**src/acex_pkg.sv**
```systemverilog
// Shared types and constants for the accumulator machine execute block.
`timescale 1ns / 1ps
`default_nettype none

package acex_pkg;

   // Default sizes of the word memory and the data path
   localparam int DEF_MEM_WORDS = 2048;
   localparam int DEF_WORD_BITS = 16;

   // Fixed field widths
   localparam int FUNC_BITS = 4;
   localparam int PC_BITS   = 12;
   localparam int LOAD_BITS = 16;
   localparam int ACC_BITS  = 16;
   localparam int CYC_BITS  = 16;

   // Packed stream widths
   localparam int REQ_TDATA_BITS = 32;
   localparam int RSP_TDATA_BITS = 48;

   // Highest word index that a byte address can reach
   localparam int MAX_WORD_IDX = (1 << (PC_BITS - 1)) - 1;

   // Step sizes
   localparam logic [PC_BITS-1:0]  PC_STEP    = 12'd2;
   localparam logic [CYC_BITS-1:0] CYC_MEM_OP = 16'd2;
   localparam logic [CYC_BITS-1:0] CYC_BR_OP  = 16'd1;

   // Function codes
   typedef enum logic [FUNC_BITS-1:0] {
      FUNC_LDA  = 4'd0,
      FUNC_STO  = 4'd1,
      FUNC_ADD  = 4'd2,
      FUNC_SUB  = 4'd3,
      FUNC_JMP  = 4'd4,
      FUNC_JGE  = 4'd5,
      FUNC_JNE  = 4'd6,
      FUNC_STP  = 4'd7,
      FUNC_MEMW = 4'd8
   } func_type;

endpackage

`default_nettype wire

```
**src/acex_clear.sv**
```systemverilog
// Post-reset sweep that zeroes every word of the memory.
`timescale 1ns / 1ps
`default_nettype none

module acex_clear
   import acex_pkg::*;
#(
   parameter int MEM_WORDS = DEF_MEM_WORDS
) (
   input  wire logic                         clock,
   input  wire logic                         reset,
   output logic                              clr_busy,
   output logic [$clog2(MEM_WORDS)-1:0]      clr_addr
);

   localparam int IDX_W = $clog2(MEM_WORDS);
   localparam logic [IDX_W-1:0] LAST_IDX = IDX_W'(MEM_WORDS - 1);

   logic             busy_ff, busy_in;
   logic [IDX_W-1:0] addr_ff, addr_in;

   // Advance one word a cycle until the last one is written
   always_comb begin
      busy_in = busy_ff;
      addr_in = addr_ff;
      if (busy_ff) begin
         addr_in = addr_ff + 1'b1;
         if (addr_ff == LAST_IDX) begin
            busy_in = 1'b0;
         end
      end
   end

   always_ff @(posedge clock) begin
      if (reset) begin
         busy_ff <= 1'b1;
         addr_ff <= '0;
      end else begin
         busy_ff <= busy_in;
         addr_ff <= addr_in;
      end
   end

   assign clr_busy = busy_ff;
   assign clr_addr = addr_ff;

endmodule

`default_nettype wire

```
**config.mk**
```make
export PLATFORM = sky130hd
export DESIGN_NAME = acex_clear
export DESIGN_NICKNAME = d
export VERILOG_FILES = /design/src/acex_pkg.sv /design/src/acex_clear.sv
export SDC_FILE = /design/constraint.sdc
export NUM_CORES = 1
export LEC_CHECK = 0
export BUFFER_PORTS_ARGS = -buffer_cell sky130_fd_sc_hd__buf_2
export CAP_MARGIN = 20
export CORE_AREA = 2 2 39 41
export CTS_BUF_LIST = sky130_fd_sc_hd__clkbuf_4
export DETAILED_ROUTE_END_ITERATION = 10
export DIE_AREA = 0 0 41 43
export PLACE_DENSITY = 0.64
export SETUP_SLACK_MARGIN = 0.15
export SYNTH_ARGS = -nofsm -noshare
export SYNTH_HDL_FRONTEND = slang
export SYNTH_SLANG_ARGS = --single-unit
```
**constraint.sdc**
```tcl
create_clock -name clock -period 3.5 [get_ports clock]
set_input_delay 0.525 -clock clock [delete_from_list [all_inputs] [get_ports clock]]
set_output_delay 0.525 -clock clock [all_outputs]
set_load 0.005 [all_outputs]
```
---- Word-level counts from Yosys, hierarchy flattened ----
Index checks and enable logic that the tools add are counted.
cells by class
  eq/ne operators ......................... 1
  add/subtract/negate cells ............... 1
  mux-type cells .......................... 2
operators by type and width
  cell                                            number
  adder 11 x 1 -> 11 bit (second input constant)  1
  == test 11 bit (second input constant)          1
  2-to-1 mux 1 bit                                2
storage, ports and cells
  input port bits ......................... 2
  logic and storage cells ................. 6
  output and inout port bits .............. 12
  bits in registers ....................... 12

---- Logic depth before layout (Yosys ltp) ----
  word-level depth ........................ 3
  mapped depth ............................ 4
  depth with buffers taken out ............ 4

---- Worst setup path after synthesis ----
OpenSTA, ideal clock, no wires.
  kind .................................... register to register
  from .................................... register addr_ff[0], in the netlist clr_addr[0]
  to ...................................... register addr_ff[8], in the netlist clr_addr[8]
  arrival ................................. 1.352 ns
  setup slack ............................. 2.077 ns
  stages on the path, launching flop included .. 5
  library setup time ...................... 0.071 ns
  clock period less this slack ............ 1.423 ns
  cells stage by stage .................... dfxtp_1 ha_1 nand3_1 or4_1 a21oi_1
between the ends
  word-level cells in the longest chain between the ends .. 1
RTL lines
  what                    RTL line          text
  from (decl)             acex_clear.sv:20  logic [IDX_W-1:0] addr_ff, addr_in;
  from (signal assigned)  acex_clear.sv:40  addr_ff <= addr_in;
  adder 11 x 1 -> 11 bit  acex_clear.sv:27  addr_in = addr_ff + 1'b1;
No other way between the ends.
A chain may end at the register's enable or synchronous reset.

---- Worst setup path in the final report ----
  from .................................... register addr_ff[1], in the netlist clr_addr[1]
  to ...................................... register addr_ff[10], in the netlist clr_addr[10]
Same word-level chain as after synthesis.

==> impl_metrics.py <==
metrics = {
    "global_route": {
        "use_met2": 0.194,
        "gr-total-overflow": 0,
        "grt_use_met3": 0.0471,
        "grt_usage": 0.142,
        "grt_pass1_wl_um": 1660,
        "antenna_found_initial": 0,
        "met1_usage": 0.179,
        "grt_pass1_vias": 394,
        "grt_max_degree": 13,
        "top_usage_layer": "met2",
    },
    "cts": {
        "postCtsSetupBuffers": 0,
        "cts.path.max_buffers": 2,
        "clock_sinks": 12,
        "htree_levels": 1,
        "clk_latency_ns": 0.27,
        "path_clk_slew_ns": 0.08,
        "cts_made_buffers": 3,
        "ctsRootBufferMaster": "clkbuf_4",
        "cts_hold_buf": 0,
        "cts_tree": "built",
        "cts_resized": 0,
    },
    "die": {
        "rows": 14,
        "dieArea_mm2": 0.00176,
        "die_h_um": 43,
        "io_pins": 14,
        "core_mm2": 0.00138,
        "die_x_um": 41,
        "start_util": 0.378,
    },
    "placed_design": {
        "globalplace.congestion": 0.726,
        "dpl.hpwl_um": 743,
        "port_buffers": 13,
        "dp_cells": 84,
    },
    "min_path": {
        "min_path_cells": 2,
        "min_to": "clr_addr[9]",
        "hold_class": "flop to flop",
        "hp-start": "clr_addr[9]",
    },
    "cells_and_area": {
        "multi_input_area_um2": 272,
        "fin_cells": 88,
        "nFillCells": 145,
        "layout_common_cells": "buf_2, dfxtp_1, a21oi_1",
        "final-seq-area_um2": 240,
        "antenna_cells": 0,
        "final_nets": 76,
        "syn_to_final_growth_pct": 19.1,
        "drive_gt1_frac": 0.264,
        "final_common_cell": "buf_2",
    },
    "synth": {
        "synth.avg_cell_area_um2": 9.18,
        "ys_ff_latch": 12,
        "yosysUniqueCellTypes": 20,
        "syn_nets": 60,
        "ys.warnings.count": 0,
        "synthCells": 57,
        "ys_seq_area_frac": 0.459,
        "syn_area_um2": 523,
    },
    "power": {
        "leakage_nw": 0.250,
        "power_density_mw_per_mm2": 389,
        "ir_drop_mv": 0.266,
    },
    "worst_setup_path": {
        "worstPathMaxFanout": 6,
        "path_cells": "ha_1 -> nand3_1 -> or4_1 -> a21oi_1",
        "critPathMaxStageDelay_ns": 0.50,
        "crit_buf_inv": 0,
        "crit_type": "flop to flop",
        "crit_path_end_kind": "flop",
        "startpoint_type": "flop",
        "worstPathArrival_ns": 1.73,
        "required_ns": 3.71,
        "rr_startpoint": "clr_addr[1]",
        "regToRegSetupSlack_ns": 1.98,
        "r2r_end": "clr_addr[10]",
        "crit_family": "simple AND/OR/NAND/NOR gates",
        "slowest_stage": "or4_1",
        "r2r_cells": 4,
    },
    "timing": {
        "period_share": 0.433,
        "finalSetupTns_ns": 0,
        "rsz0062_at_grt": "false",
        "fmax_ghz": 0.660,
        "finalClockSkew_ns": 0.00942,
        "finalMaxSlewViolations": 0,
        "worstMarginPinSlew_ns": 0.307,
        "hold_viol": 0,
        "slew_headroom": 0.795,
        "min_period_ns": 1.52,
        "setup_viol": 0,
    },
    "routing": {
        "drtAntennaViolNets": 0,
        "dr_total_vias": 472,
        "via_per_inst": 5.36,
        "drt_iter0_drc": 3,
        "firstDrtPassIters": 2,
        "drc": 0,
        "routed_wl_um": 1030,
        "wl_per_cell_um": 11.7,
    },
    "status": {
        "run_status": "completed",
    },
    "flow_run": {
        "cap_violations": 0,
    },
}
sequential cells by signal, summed over array words and instances, names as in the netlist:
signal    cells
clr_busy      1
clr_addr     11
cell families (layout without fill, tap and decap cells):
family	count (synthesis)	in the layout	synth area share
mux	1	1	0.0191
buf+inv	2	17	0.0215
fa+ha+maj	1	1	0.0239
compound gates	13	13	0.144
xor+xnor	4	4	0.0670
simple gates	24	24	0.266
flops	12	12	0.459
worst register-to-register path, cell delays in order, from the launching register on:
cell     delay, ns
dfxtp_1       0.40
ha_1          0.24
nand3_1       0.17
or4_1         0.51
a21oi_1       0.15
metal layers:
metal / part of all wire / up-vias
li1: - / 240
met1: 0.47 / 219
met2: 0.46 / 9
met3: 0.047 / 4
met4: 0.022 / 0
met5: 0 / -
worst max path at each step:
stage                 from            to  cells past startpoint
2_1_floorplan  clr_addr[0]   clr_addr[8]                      4
3_3_place_gp   clr_addr[0]   clr_addr[8]                      4
3_5_place_dp   clr_addr[0]  clr_addr[10]                      4
4_1_cts        clr_addr[0]  clr_addr[10]                      4
5_1_grt        clr_addr[0]   clr_addr[8]                      4
6_report       clr_addr[1]  clr_addr[10]                      4
synth_stat cells:
| cell type | number | area (um2) |
|---|---|---|
| o31ai_1 | 4 | 30.0 |
| a21oi_1 | 6 | 30.0 |
| nand3_1 | 1 | 5.00 |
| or3_2 | 1 | 7.51 |
| or3_1 | 2 | 12.5 |
| nand2_1 | 5 | 18.8 |
| nor2_1 | 5 | 18.8 |
| or4_1 | 3 | 22.5 |
| ha_1 | 1 | 12.5 |
| nand3_2 | 1 | 10.0 |
| xor2_1 | 3 | 26.3 |
| o21ai_0 | 3 | 15.0 |
| dfxtp_1 | 12 | 240 |
| mux2i_1 | 1 | 10.0 |
| nand4_1 | 4 | 25.0 |
| buf_4 | 1 | 7.51 |
| xnor2_1 | 1 | 8.76 |
| clkbuf_1 | 1 | 3.75 |
| nand2b_1 | 1 | 6.26 |
| nand4_2 | 1 | 12.5 |
where the power goes:
part | switching, mW | internal (mW) | total, mW | leakage (nW)
clock network | 0.0453 | 0.0413 | 0.0866 | 0.0154
registers | 0.00440 | 0.139 | 0.144 | 0.0973
logic | 0.00634 | 0.00585 | 0.0122 | 0.137
cell type report:
| type | count | area share |
|---|---|---|
| Multi-Input combinational cell | 43 | 0.436 |
| Clock buffer | 3 | 0.0361 |
| Timing Repair Buffer | 13 | 0.104 |
| Tap cell | 16 | 0.0321 |
| Clock inverter | 1 | 0.00602 |
| Sequential cell | 12 | 0.386 |
through the flow:
stage	area, um2	power [mW]	hold slack [ns]	utilization	setup slack, ns
detailed placement	597	0.159	0.490	0.431	2.00
global placement	597	0.159	0.481	0.431	2.04
CTS	623	0.246	0.501	0.450	1.99
floorplan	523	0.154	0.475	-	2.08
finish	623	0.243	0.494	0.450	1.98
global route	623	0.254	0.534	0.450	1.88
Power figures use the tool's default switching activity.
