[config.mk]
export PLATFORM = sky130hd
export DESIGN_NAME = acex_exec
export DESIGN_NICKNAME = d
export VERILOG_FILES = /design/src/acex_pkg.sv /design/src/acex_exec.sv
export SDC_FILE = /design/constraint.sdc
export NUM_CORES = 1
export LEC_CHECK = 0
export ABC_AREA = 1
export BUFFER_PORTS_ARGS = -buffer_cell sky130_fd_sc_hd__buf_2
export CELL_PAD_IN_SITES_DETAIL_PLACEMENT = 2
export CELL_PAD_IN_SITES_GLOBAL_PLACEMENT = 2
export CORE_ASPECT_RATIO = 1.4
export CORE_MARGIN = 2
export CORE_UTILIZATION = 32
export CTS_CLUSTER_SIZE = 16
export DETAILED_ROUTE_END_ITERATION = 16
export PLACE_DENSITY_LB_ADDON = 0.1
export SYNTH_ARGS = -nofsm -noshare
export SYNTH_HDL_FRONTEND = slang
export SYNTH_SLANG_ARGS = --single-unit
[constraint.sdc]
create_clock -name clock -period 3.7 [get_ports clock]
set_clock_uncertainty 0.15 [all_clocks]
set_input_delay 0 -clock clock [delete_from_list [all_inputs] [get_ports clock]]
set_output_delay 0 -clock clock [all_outputs]
set_load 0.05 [all_outputs]
[src/acex_pkg.sv]
// Shared types and constants for the accumulator machine execute block.
`timescale 1ns / 1ps
`default_nettype none

package acex_pkg;

   // Default sizes of the word memory and the data path
   localparam int DEF_MEM_WORDS = 2048;
   localparam int DEF_WORD_BITS = 16;

   // Fixed field widths
   localparam int FUNC_BITS = 4;
   localparam int PC_BITS   = 12;
   localparam int LOAD_BITS = 16;
   localparam int ACC_BITS  = 16;
   localparam int CYC_BITS  = 16;

   // Packed stream widths
   localparam int REQ_TDATA_BITS = 32;
   localparam int RSP_TDATA_BITS = 48;

   // Highest word index that a byte address can reach
   localparam int MAX_WORD_IDX = (1 << (PC_BITS - 1)) - 1;

   // Step sizes
   localparam logic [PC_BITS-1:0]  PC_STEP    = 12'd2;
   localparam logic [CYC_BITS-1:0] CYC_MEM_OP = 16'd2;
   localparam logic [CYC_BITS-1:0] CYC_BR_OP  = 16'd1;

   // Function codes
   typedef enum logic [FUNC_BITS-1:0] {
      FUNC_LDA  = 4'd0,
      FUNC_STO  = 4'd1,
      FUNC_ADD  = 4'd2,
      FUNC_SUB  = 4'd3,
      FUNC_JMP  = 4'd4,
      FUNC_JGE  = 4'd5,
      FUNC_JNE  = 4'd6,
      FUNC_STP  = 4'd7,
      FUNC_MEMW = 4'd8
   } func_type;

endpackage

`default_nettype wire

[src/acex_exec.sv]
// Two-stage execute pipeline: operand read, then execute and result register.
`timescale 1ns / 1ps
`default_nettype none

module acex_exec
   import acex_pkg::*;
#(
   parameter int MEM_WORDS = DEF_MEM_WORDS,
   parameter int WORD_BITS = DEF_WORD_BITS
) (
   input  wire logic                          clock,
   input  wire logic                          reset,
   input  wire logic                          clr_busy,
   // req item: func[3:0], addr[15:4], load_word[31:16]
   input  wire logic                          req_tvalid,
   output logic                               req_tready,
   input  wire logic [REQ_TDATA_BITS-1:0]     req_tdata,
   // rsp item: acc_value[15:0], next_pc[27:16], halted[28], cycles[44:29], zero[47:45]
   output logic                               rsp_tvalid,
   input  wire logic                          rsp_tready,
   output logic [RSP_TDATA_BITS-1:0]          rsp_tdata,
   // memory ports
   output logic [$clog2(MEM_WORDS)-1:0]       mem_rd_addr,
   input  wire logic [WORD_BITS-1:0]          mem_rd_data,
   output logic                               mem_wr_en,
   output logic [$clog2(MEM_WORDS)-1:0]       mem_wr_addr,
   output logic [WORD_BITS-1:0]               mem_wr_data
);

   localparam int IDX_W = $clog2(MEM_WORDS);

   // Unpack request fields
   logic [FUNC_BITS-1:0] req_func;
   logic [PC_BITS-1:0]   req_addr;
   logic [LOAD_BITS-1:0] req_load;

   assign req_func = req_tdata[FUNC_BITS-1:0];
   assign req_addr = req_tdata[FUNC_BITS+PC_BITS-1:FUNC_BITS];
   assign req_load = req_tdata[FUNC_BITS+PC_BITS+LOAD_BITS-1:FUNC_BITS+PC_BITS];

   // Operand stage registers
   logic                 s1_valid_ff, s1_valid_in;
   func_type             s1_func_ff;
   logic [PC_BITS-1:0]   s1_addr_ff;
   logic [IDX_W-1:0]     s1_idx_ff;
   logic [LOAD_BITS-1:0] s1_load_ff;

   // Machine state
   logic [WORD_BITS-1:0] acc_ff, acc_in;
   logic [PC_BITS-1:0]   pc_ff, pc_in;
   logic [CYC_BITS-1:0]  cyc_ff, cyc_in;
   logic                 halt_ff, halt_in;

   // Result register
   logic                      out_valid_ff, out_valid_in;
   logic [RSP_TDATA_BITS-1:0] out_data_ff;

   // Write-to-read forwarding
   logic                 fwd_ff, fwd_in;
   logic [WORD_BITS-1:0] fwd_data_ff;

   logic                 exec_fire, req_fire;
   logic [15:0]          idx_rem;
   logic [IDX_W-1:0]     req_idx;
   logic [WORD_BITS-1:0] operand;
   logic                 ex_we;
   logic [WORD_BITS-1:0] ex_wdata;
   logic [PC_BITS-1:0]   target;

   // Handshake and stage advance
   assign exec_fire  = s1_valid_ff && (!out_valid_ff || rsp_tready);
   assign req_tready = (!s1_valid_ff || exec_fire) && !clr_busy;
   assign req_fire   = req_tvalid && req_tready;

   // Reduce the byte address to a word index modulo the memory depth
   always_comb begin
      idx_rem = 16'(req_addr[PC_BITS-1:1]);
      for (int k = 6; k >= 0; k--) begin
         if ((MEM_WORDS << k) <= MAX_WORD_IDX) begin
            if (idx_rem >= 16'(MEM_WORDS << k)) begin
               idx_rem = idx_rem - 16'(MEM_WORDS << k);
            end
         end
      end
      req_idx = IDX_W'(idx_rem);
   end

   // Read the new item's operand, or re-read the held one while stalled
   assign mem_rd_addr = req_fire ? req_idx : s1_idx_ff;

   // Take the operand from the forward path if the last write hit it
   assign operand = fwd_ff ? fwd_data_ff : mem_rd_data;
   assign target  = {s1_addr_ff[PC_BITS-1:1], 1'b0};

   // Execute the held instruction
   always_comb begin
      acc_in   = acc_ff;
      pc_in    = pc_ff;
      cyc_in   = cyc_ff;
      halt_in  = halt_ff;
      ex_we    = 1'b0;
      ex_wdata = acc_ff;
      if (s1_func_ff == FUNC_MEMW) begin
         ex_we    = 1'b1;
         ex_wdata = WORD_BITS'(s1_load_ff);
      end else if (!halt_ff) begin
         case (s1_func_ff)
            FUNC_LDA: begin
               pc_in  = pc_ff + PC_STEP;
               cyc_in = cyc_ff + CYC_MEM_OP;
               acc_in = operand;
            end
            FUNC_STO: begin
               pc_in  = pc_ff + PC_STEP;
               cyc_in = cyc_ff + CYC_MEM_OP;
               ex_we  = 1'b1;
            end
            FUNC_ADD: begin
               pc_in  = pc_ff + PC_STEP;
               cyc_in = cyc_ff + CYC_MEM_OP;
               acc_in = acc_ff + operand;
            end
            FUNC_SUB: begin
               pc_in  = pc_ff + PC_STEP;
               cyc_in = cyc_ff + CYC_MEM_OP;
               acc_in = acc_ff - operand;
            end
            FUNC_JMP: begin
               cyc_in = cyc_ff + CYC_BR_OP;
               pc_in  = target;
            end
            FUNC_JGE: begin
               cyc_in = cyc_ff + CYC_BR_OP;
               pc_in  = acc_ff[WORD_BITS-1] ? pc_ff + PC_STEP : target;
            end
            FUNC_JNE: begin
               cyc_in = cyc_ff + CYC_BR_OP;
               pc_in  = (acc_ff != '0) ? target : pc_ff + PC_STEP;
            end
            FUNC_STP: begin
               pc_in   = pc_ff + PC_STEP;
               cyc_in  = cyc_ff + CYC_BR_OP;
               halt_in = 1'b1;
            end
            default: begin
               // unused codes change nothing
               acc_in = acc_ff;
            end
         endcase
      end
   end

   assign mem_wr_en   = exec_fire && ex_we;
   assign mem_wr_addr = s1_idx_ff;
   assign mem_wr_data = ex_wdata;

   // Flag a read issued on the same word as this cycle's write
   assign fwd_in = mem_wr_en && (mem_wr_addr == mem_rd_addr);

   // Stage and result valid flags
   always_comb begin
      s1_valid_in = s1_valid_ff;
      if (req_fire) begin
         s1_valid_in = 1'b1;
      end else if (exec_fire) begin
         s1_valid_in = 1'b0;
      end
      out_valid_in = out_valid_ff;
      if (exec_fire) begin
         out_valid_in = 1'b1;
      end else if (rsp_tready) begin
         out_valid_in = 1'b0;
      end
   end

   // Control and architectural state
   always_ff @(posedge clock) begin
      if (reset) begin
         s1_valid_ff  <= 1'b0;
         out_valid_ff <= 1'b0;
         fwd_ff       <= 1'b0;
         acc_ff       <= '0;
         pc_ff        <= '0;
         cyc_ff       <= '0;
         halt_ff      <= 1'b0;
      end else begin
         s1_valid_ff  <= s1_valid_in;
         out_valid_ff <= out_valid_in;
         fwd_ff       <= fwd_in;
         if (exec_fire) begin
            acc_ff  <= acc_in;
            pc_ff   <= pc_in;
            cyc_ff  <= cyc_in;
            halt_ff <= halt_in;
         end
      end
   end

   // Payload registers
   always_ff @(posedge clock) begin
      fwd_data_ff <= mem_wr_data;
      if (req_fire) begin
         s1_func_ff <= func_type'(req_func);
         s1_addr_ff <= req_addr;
         s1_idx_ff  <= req_idx;
         s1_load_ff <= req_load;
      end
      if (exec_fire) begin
         out_data_ff <= {3'b000, cyc_in, halt_in, pc_in, ACC_BITS'(acc_in)};
      end
   end

   assign rsp_tvalid = out_valid_ff;
   assign rsp_tdata  = out_data_ff;

endmodule

`default_nettype wire
After elaboration in Yosys (flattened, before gate mapping)
Cells that the tools add are included.

Flip-flop bits (word level): 152. Bits in latches: 0. RAM bits: 0. Memory bits (read-only): 0. Logic and storage cells: 68. Memories kept: 0.

Add/sub/neg operators: 5. Multipliers: 0. Divide/modulo/power cells: 0. $lt $le $gt $ge: 0. Equal/unequal tests: 9. Shifts and indexed selects: 0. Multiplexer cells: 24. Bitwise operators: 0. Reduce and logical (&&, ||, !) cells: 17.

Operators by type and width (count): $mux 16 (6); $mux 12 (4); $pmux 12 s4 (1); $pmux 16 s3 (1); $pmux 16 s2 (1); $add 16x1->16 const B (1); $add 16x16->16 (1); $add 16x2->16 const B (1); $eq 4x3->1 const B (4); $reduce_bool 16->1 (1); $sub 16x16->16 (1); $add 12x2->12 const B (1); $eq 11x11->1 (1); $mux 11 (1); $mux 1 (10); $eq 4x2->1 const B (2); $reduce_or 4->1 (2); $logic_and 1x1->1 (5); $reduce_or 5->1 (1); $eq 4x1->1 const B (1); $eq 4x4->1 const B (1); $logic_not 4->1 (1); $reduce_bool 2->1 (2); $logic_not 1->1 (3); $logic_or 1x1->1 (2).

Logic depth before layout (Yosys ltp)
Gate-level depths: netlist (run 1).

Depth in word-level cells: 9. Mapped depth: 29. Depth with buffers taken out: 27.

Worst setup path before layout (run 1)
Ideal clock, no wire load.

Path type: register to register. Start point: register fwd_ff. End point: register out_data_ff[15] (netlist: rsp_tdata[15]) (data pin). Arrival: 2.913 ns. Path slack: 0.384 ns. Stages on the path, launching flop included: 26. Buffers on the path: 2. Cells stage by stage: dfxtp_1 -> buf_6 -> inv_6 -> buf_6 -> nand2_1 -> nand2_2 -> inv_1 -> ha_1 -> inv_1 -> nor3_4 -> nand3_2 -> nor2_2 -> nand4_2 -> o21ai_2 -> nand2_1 -> xor2_1 -> ha_1 -> a21oi_1 -> a21boi_0 -> nand2_1 -> a21oi_1 -> nand3_1 -> nand3_1 -> nand2_1 -> nand2_1 -> nand2_1.

Longest elaborated chain between the ends: 5.

Ends and longest elaborated chain: from (decl) (RTL line acex_exec.sv:59) `logic fwd_ff, fwd_in;`; from (signal assigned) (RTL line acex_exec.sv:189) `fwd_ff <= fwd_in;`; $mux 16 (*) (RTL line acex_exec.sv:92) `assign operand = fwd_ff ? fwd_data_ff : mem_rd_data;`; $sub 16x16->16 / $add 16x16->16 (equally long branches) (RTL line acex_exec.sv:126, acex_exec.sv:121); $pmux 16 s3 (*) (RTL line acex_exec.sv:107) `case (s1_func_ff)`; $mux 16 (*) (RTL line acex_exec.sv:106) `end else if (!halt_ff) begin`; $mux 16 (*) (RTL line acex_exec.sv:103) `if (s1_func_ff == FUNC_MEMW) begin`; net acc_in[15] (RTL line acex_exec.sv:49) `logic [WORD_BITS-1:0] acc_ff, acc_in;`; to (signal assigned) (RTL line acex_exec.sv:209) `out_data_ff <= {3'b000, cyc_in, halt_in, pc_in, ACC_BITS'(acc_in)};`; to (decl) (RTL line acex_exec.sv:56) `logic [RSP_TDATA_BITS-1:0] out_data_ff;`.

The timed path passes the listed nets; every way through them passes the cells marked *. A chain may end at the register's enable or synchronous reset.

Final worst setup path (run 1)
Start point: register fwd_ff. End point: register acc_ff[15].

Longest elaborated chain between the ends: 5.

Ends and longest elaborated chain: $mux 16 (*) (RTL line acex_exec.sv:92); $sub 16x16->16 / $add 16x16->16 (equally long branches) (RTL line acex_exec.sv:126, acex_exec.sv:121); $pmux 16 s3 (*) (RTL line acex_exec.sv:107); $mux 16 (*) (RTL line acex_exec.sv:106); $mux 16 (*) (RTL line acex_exec.sv:103); to (signal assigned) (RTL line acex_exec.sv:191) `acc_ff <= acc_in;`; to (decl) (RTL line acex_exec.sv:49).

Every way passes the cells marked *; elsewhere a longest branch is shown, timed or not.

==> results of run 1 <==
-- area by class of cell --
class	instances	area (um2)	share of cell area, %
clock buffers	21	450	4.33
multi-input cells	692	3550	34.1
inverters	187	709	6.82
clock inverters	11	148	1.42
well taps	319	399	3.84
repair buffers	216	1360	13.1
flip-flops and latches	151	3790	36.4
-- stage by stage --
stage	worst slack, ns	hold slack, ns	util (%)
after floorplan	0.384	-0.0511	-
final	0.226	0.0503	41.3
after detailed placement	-0.00192	0.0289	37.3
after CTS	0.0571	0.0186	41.0
after global routing	-0.0674	0.0759	41.3
after global placement	0.121	0.0282	37.3
-- cell families (layout without fill, tap and decap cells) --
logic type	count (synthesis)	after routing
DFF	151	151
xor gates and xnor gates	22	22
and+or+nand+nor	422	422
buffers and inverters	221	435
other	1	3
AOI/OAI and AO/OA	225	225
adders and majority gates	20	20
-- report_power, final --
part / total [mW] / internal, mW / switching (mW)
Combinational: 0.862 / 0.256 / 0.607
Sequential: 1.91 / 1.85 / 0.0583
Clock: 1.80 / 1.08 / 0.722
-- worst max-delay path, cell delays in order (launching register included) --
cell	delay, ns
dfxtp_4	0.39
inv_6	0.06
nand2_2	0.05
nand2_2	0.06
inv_2	0.06
ha_2	0.16
inv_2	0.05
nor3_4	0.20
nand3_2	0.13
nor2_4	0.17
nand4_4	0.11
o21ai_2	0.20
nand2_1	0.08
xor2_1	0.15
ha_1	0.34
nand2_2	0.07
nor2_1	0.13
nor3b_2	0.20
a21oi_2	0.09
inv_1	0.05
nand2_1	0.04
nand3_1	0.07
nand2_1	0.05
nand2_1	0.07
nand3_1	0.09
nand2_1	0.09
inv_1	0.04
-- per-layer routing --
metal	up-vias	global-route usage, %	share of wire (%)
li1	3862	-	-
met1	3829	24.2	40
met2	86	44.3	56
met3	27	2.67	1.5
met4	0	6.10	1.7
met5	-	0	0
-- state kept, by name, summed over array words and instances, names as in the netlist, 11 cells and up --
signal,cells
s1_addr_ff,11
s1_load_ff,16
fwd_data_ff,16
mem_wr_addr,11
acc_ff,16
cyc_ff,16
pc_ff,12
rsp_tdata,45
-- timing repair --
action | CTS | global route
hold buffers | 32 | 0
gates resized for setup | 1 | 18
hold endpoints to repair | 45 | 0
buffers inserted | 0 | 3
pin swaps | 0 | 11
endpoints found under the setup margin | 2 | 13
-- final timing paths --
kind,slack [ns],from,cells past startpoint,to
min reg2reg,0.34,pc_ff[0]$_SDFFE_PP0P_,2,pc_ff[0]$_SDFFE_PP0P_
max reg2reg,0.23,fwd_ff$_SDFF_PP0_,26,acc_ff[15]$_SDFFE_PP0P_
min,0.05,mem_rd_data[15],7,rsp_tdata[15]$_DFFE_PP_
max,0.23,fwd_ff$_SDFF_PP0_,26,acc_ff[15]$_SDFFE_PP0P_
-- cell usage in the layout, fill, tap and decap left out, types with 19 or more instances in the layout --
cell type / netlist / final
a21oi_1: 91 / 90
buf_2: 5 / 137
buf_4: 4 / 47
dfxtp_1: 75 / 74
dlygate4sd3_1: 0 / 32
edfxtp_1: 76 / 76
inv_1: 172 / 170
nand2_1: 243 / 238
nand3_1: 52 / 52
nor2_1: 72 / 72
nor3_1: 23 / 22
o21ai_0: 95 / 94
xor2_1: 19 / 19
==> results.txt, run 1 <==
Status = finished, final reports clean
Synth top area share = 28.0%
Total track usage = 22.0%
Initial antenna violation count = 0
Synth Area in Compound Gates = 15.0%
Max Fanout on Critical Path = 9
DRC = 0
Clk slew on worst S/H paths = 0.06 ns
Dpl hpwl = 22200 um
Post-Place Cell Area = 9410 um2
Synth Area per Inst = 7.69 um2
NumNets Final = 1338
DRT Wirelength = 29200 um
Critical Path End Type = register
Post-synthesis simple-gate area fraction = 22.2%
F_max = 288 MHz
Number of clock buffers inserted by TritonCTS = 17
Number of detailed-route iterations in the first pass = 4
IO Port Bufs = 137
Final Cell Area = 10400 um2
H-tree depth = 4
First-pass GRT wire length = 46000 um
Clock Sinks = 151
Yosys warnings = 0
Final Max Slew Viols = 0
Main synth FF type = edfxtp_1
Largest net degree at the start of global routing = 42
Async set-reset flop share out of synthesis = 0%
Dominant cells by area after synthesis = edfxtp_1 28%, dfxtp_1 18%, nand2_1 11%
DRT iter0 DRCs = 279
Largest family of logic cells by synthesized area = simple AND/OR/NAND/NOR gates
Antenna Nets Post-Route = 0
Congestion Overflow GR = 0
Final Hold Violating Endpoints = 0
Vias = 7804
Crit path time final = 3.47 ns
Setup TNS = 0 ns
Ratio of cells with drive above 1 in the final layout = 20.7%
Post-Synth Adder-Cell Area = 3.16%
FILL cells = 2952
Max-cap violations = 0
Max Root-Sink Buffers = 2
Slew margin rel. = 41.2%
Post-synth top cells = 243 x nand2_1, 172 x inv_1, 95 x o21ai_0, 91 x a21oi_1, 76 x edfxtp_1
CP Class = register to register
Placer Congestion = 0.829
Number of synthesized register bits = 151
Count leader, synth = nand2_1
Non-Filler Instances = 1597
Synth area leader = edfxtp_1
Drt wl/cell = 18.3 um
N_diodes = 0
WP data arrival = 3.65 ns
Clock Latency Late Sink = 0.43 ns
Post-synthesis sequential area ratio = 46.4%
Die X = 139 um
Worst Hold Class = input port to register
Worst VDD drop = 0.333 mV
Required time of the critical path = 3.88 ns
Core Rows = 69
Placeable Area = 25200 um2
Root buf cell = clkbuf_16
Final setup violating endpoints = 0
Measured slew at the worst slew-check pin = 0.881 ns
CTS tree = yes
Die height = 193 um
Initial Utilization = 32.4%
Cell Area, Synth = 8160 um2
Cell count after placement = 1530
Synth Area in XOR/XNOR = 2.36%
Final period util = 93.9%
Die ar. = 26800 um2
Post-synthesis mux area share = 0%
I/O pin cnt = 142
Yosys cell types = 48
P_leak = 5.03 nW
Kind of start point of the critical path = register
Layout area overhead = 27.4%
Cells after Synth = 1062
Vias in the first global route = 8551
PD cells = 440 nW/um2
Post-synth EDFFs = 76
Final Power = 4.57 mW
Vias/cell = 4.89
No activity file was read; power rests on OpenSTA's default activity.
==> run 2: changes to the inputs <==
--- a/config.mk
+++ b/config.mk
@@ -9,7 +9,7 @@
 export BUFFER_PORTS_ARGS = -buffer_cell sky130_fd_sc_hd__buf_2
 export CELL_PAD_IN_SITES_DETAIL_PLACEMENT = 2
 export CELL_PAD_IN_SITES_GLOBAL_PLACEMENT = 2
-export CORE_ASPECT_RATIO = 1.4
+export CORE_ASPECT_RATIO = 1.2
 export CORE_MARGIN = 2
 export CORE_UTILIZATION = 32
 export CTS_CLUSTER_SIZE = 16
==> results.txt, run 2 (synthesis gave the netlist of run 1 again) <==
Critical path's largest stage delay = 0.38 ns (about the same)
Number of clock buffers inserted by TritonCTS = 17 (unchanged)
Setup TNS = 0 ns (unchanged)
Final Max Slew Viols = 0 (unchanged)
CP Class = register to register
Layout area overhead = 28.1%
PD cells = 444 nW/um2 (+1.1%)
Placer Congestion = 0.808 (-2.6%)
P_leak = 5.03 nW (+0.13%)
Clk slew on worst S/H paths = 0.06 ns (about the same)
Drt wl/cell = 18.6 um (+1.8%)
Slew margin rel. = 36.8% (-4.5 points)
Most frequent cells in the layout = 237 x nand2_1, 169 x inv_1, 137 x buf_2
Dpl hpwl = 21700 um (-2.0%)
R2r startpoint = fwd_ff$_SDFF_PP0_
Max Root-Sink Buffers = 2 (unchanged)
Measured slew at the worst slew-check pin = 0.949 ns (+0.0673 ns)
Kind of start point of the critical path = register
Crit-path slowest cell = dfxtp_4
Crit-path leading delay family = simple AND/OR/NAND/NOR gates
Die X = 150 um (+7.8%)
Vias in the first global route = 8644 (+1.1%)
Die height = 179 um (-7.3%)
Vias/cell = 4.95 (+1.3%)
Status = finished, final reports clean
Final period util = 94.6% (+0.75 points)
WP data arrival = 3.54 ns (-0.11 ns)
NumNets Final = 1336 (-0.15%)
Initial Utilization = 32.3% (-0.12 points)
Congestion Overflow GR = 0 (unchanged)
Hold path depth = 7 (unchanged)
Cells along the critical path = buf_6, nand2_1, nand2_2, inv_2, nor3_4, nand3_2, nor2_4, nand4_4, o21ai_2, buf_4, xor2_1, ha_1, inv_2, buf_4, nor3_4, nand3_1, a21oi_1, o22ai_1, nand2_1, nand2_1
H-tree depth = 4 (unchanged)
Clock Sinks = 151 (unchanged)
Commonest non-fill, non-tap cell in the layout = nand2_1
Worst VDD drop = 0.308 mV (-7.7%)
Worst reg2reg path depth = 20 (-23%)
Ratio of cells with drive above 1 in the final layout = 20.7% (-0.046 points)
Final Hold Violating Endpoints = 0 (unchanged)
IO Port Bufs = 137 (unchanged)
I/O pin cnt = 142 (unchanged)
DRT iter0 DRCs = 270 (-3.2%)
DRT Wirelength = 29900 um (+2.4%)
Max Fanout on Critical Path = 14 (+5)
Total track usage = 22.8% (+0.77 points)
Final setup violating endpoints = 0 (unchanged)
Critical path buffer and inverter count = 5 (unchanged)
Unrepaired setup endpoints after global routing = false
Placeable Area = 25300 um2 (+0.38%)
Critical Path End Type = register
Crit. Startpoint = fwd_ff$_SDFF_PP0_
Initial antenna violation count = 1 (+1)
Worst Hold Class = input port to register
CTS tree = yes
CP Depth = 20 (-23%)
Vias = 7953 (+1.9%)
Number of detailed-route iterations in the first pass = 5 (+1)
N_diodes = 0 (unchanged)
Crit path time final = 3.50 ns (+0.0278 ns)
Util after Layout = 41.3% (+0.062 points)
Required time of the critical path = 3.73 ns (-0.15 ns)
Largest net degree at the start of global routing = 62 (+48%)
Die ar. = 26800 um2 (about the same)
Root buf cell = clkbuf_16
Core Rows = 64 (-7.2%)
Clock Latency Late Sink = 0.44 ns (about the same)
Min-delay src = mem_rd_data[15]
Antenna Nets Post-Route = 0 (unchanged)
DRC = 0 (unchanged)
F_max = 286 MHz (-0.80%)
Max reg flops = 45 (unchanged)
First-pass GRT wire length = 46500 um (+0.95%)
Max-cap violations = 0 (unchanged)
Cell mode on critical path = nand2_1
-- run 2: cell count changes in the layout (fill, tap and decap cells not counted), sizes merged --
cell         previous run  this run
buf                   184       181
bufinv                  3         4
clkbuf                 21        20
clkinv                  3         5
dlygate4sd3            32        33
inv                   189       187
-- run 2: worst register-to-register path, stage by stage, from the launching register on --
cell and delay [ns]:
dfxtp_4 0.38, buf_6 0.17, nand2_1 0.08, nand2_2 0.09, inv_2 0.06, nor3_4 0.20, nand3_2 0.13, nor2_4 0.17
nand4_4 0.10, o21ai_2 0.18, buf_4 0.13, xor2_1 0.06, ha_1 0.34, inv_2 0.05, buf_4 0.14, nor3_4 0.22
nand3_1 0.14, a21oi_1 0.18, o22ai_1 0.09, nand2_1 0.11, nand2_1 0.07
-- run 2: where the power goes --
group	internal [mW]	switching [mW]	total (mW)
logic	0.253	0.615	0.868
clock network	1.13	0.740	1.87
registers	1.85	0.0593	1.91
-- run 2: stage by stage --
| stage | cells | cell area, um2 | power (mW) | hold WS [ns] | worst slack, ns |
|---|---|---|---|---|---|
| after detailed placement | 1535 | 9390 | 2.76 | 0.0288 | 0.0474 |
| after global routing | 1606 | 10500 | 4.85 | 0.0870 | 0.00120 |
| after CTS | 1600 | 10300 | 4.67 | 0.0426 | 0.0487 |
| final | 1606 | 10500 | 4.65 | 0.0437 | 0.198 |
| after global placement | 1535 | 9390 | 2.74 | 0.0278 | 0.161 |
| after floorplan | 1064 | 8170 | 2.49 | -0.0511 | 0.384 |
-- run 2: routing by layer --
metal	track usage, %	vias up	part of all wire (%)
li1	-	3865	-
met1	26.2	3933	42
met4	7.51	0	2.0
met3	3.77	32	3.2
met5	0	-	0
met2	42.7	123	53
-- run 2: repair_timing --
item | in CTS | in global routing
pin swaps | 0 | 7
resized for setup | 1 | 24
hold buffers | 33 | 0
buffers inserted | 0 | 6
endpoints found under the setup margin | 1 | 10
hold endpoints to repair | 56 | 0
-- run 2: path summary, 6_finish.rpt --
path / slack (ns) / endpoint
max: 0.20 / rsp_tdata[14]$_DFFE_PP_
min: 0.04 / rsp_tdata[15]$_DFFE_PP_
max reg2reg: 0.20 / rsp_tdata[14]$_DFFE_PP_
min reg2reg: 0.34 / pc_ff[0]$_SDFFE_PP0P_
-- run 2: layout make-up --
class,instances,area [um2]
clock buffers,20,437
clock inverters,12,178
multi-input cells,692,3560
repair buffers,214,1370
flip-flops and latches,151,3790
well taps,330,413
inverters,187,709
fillers,3006,14800
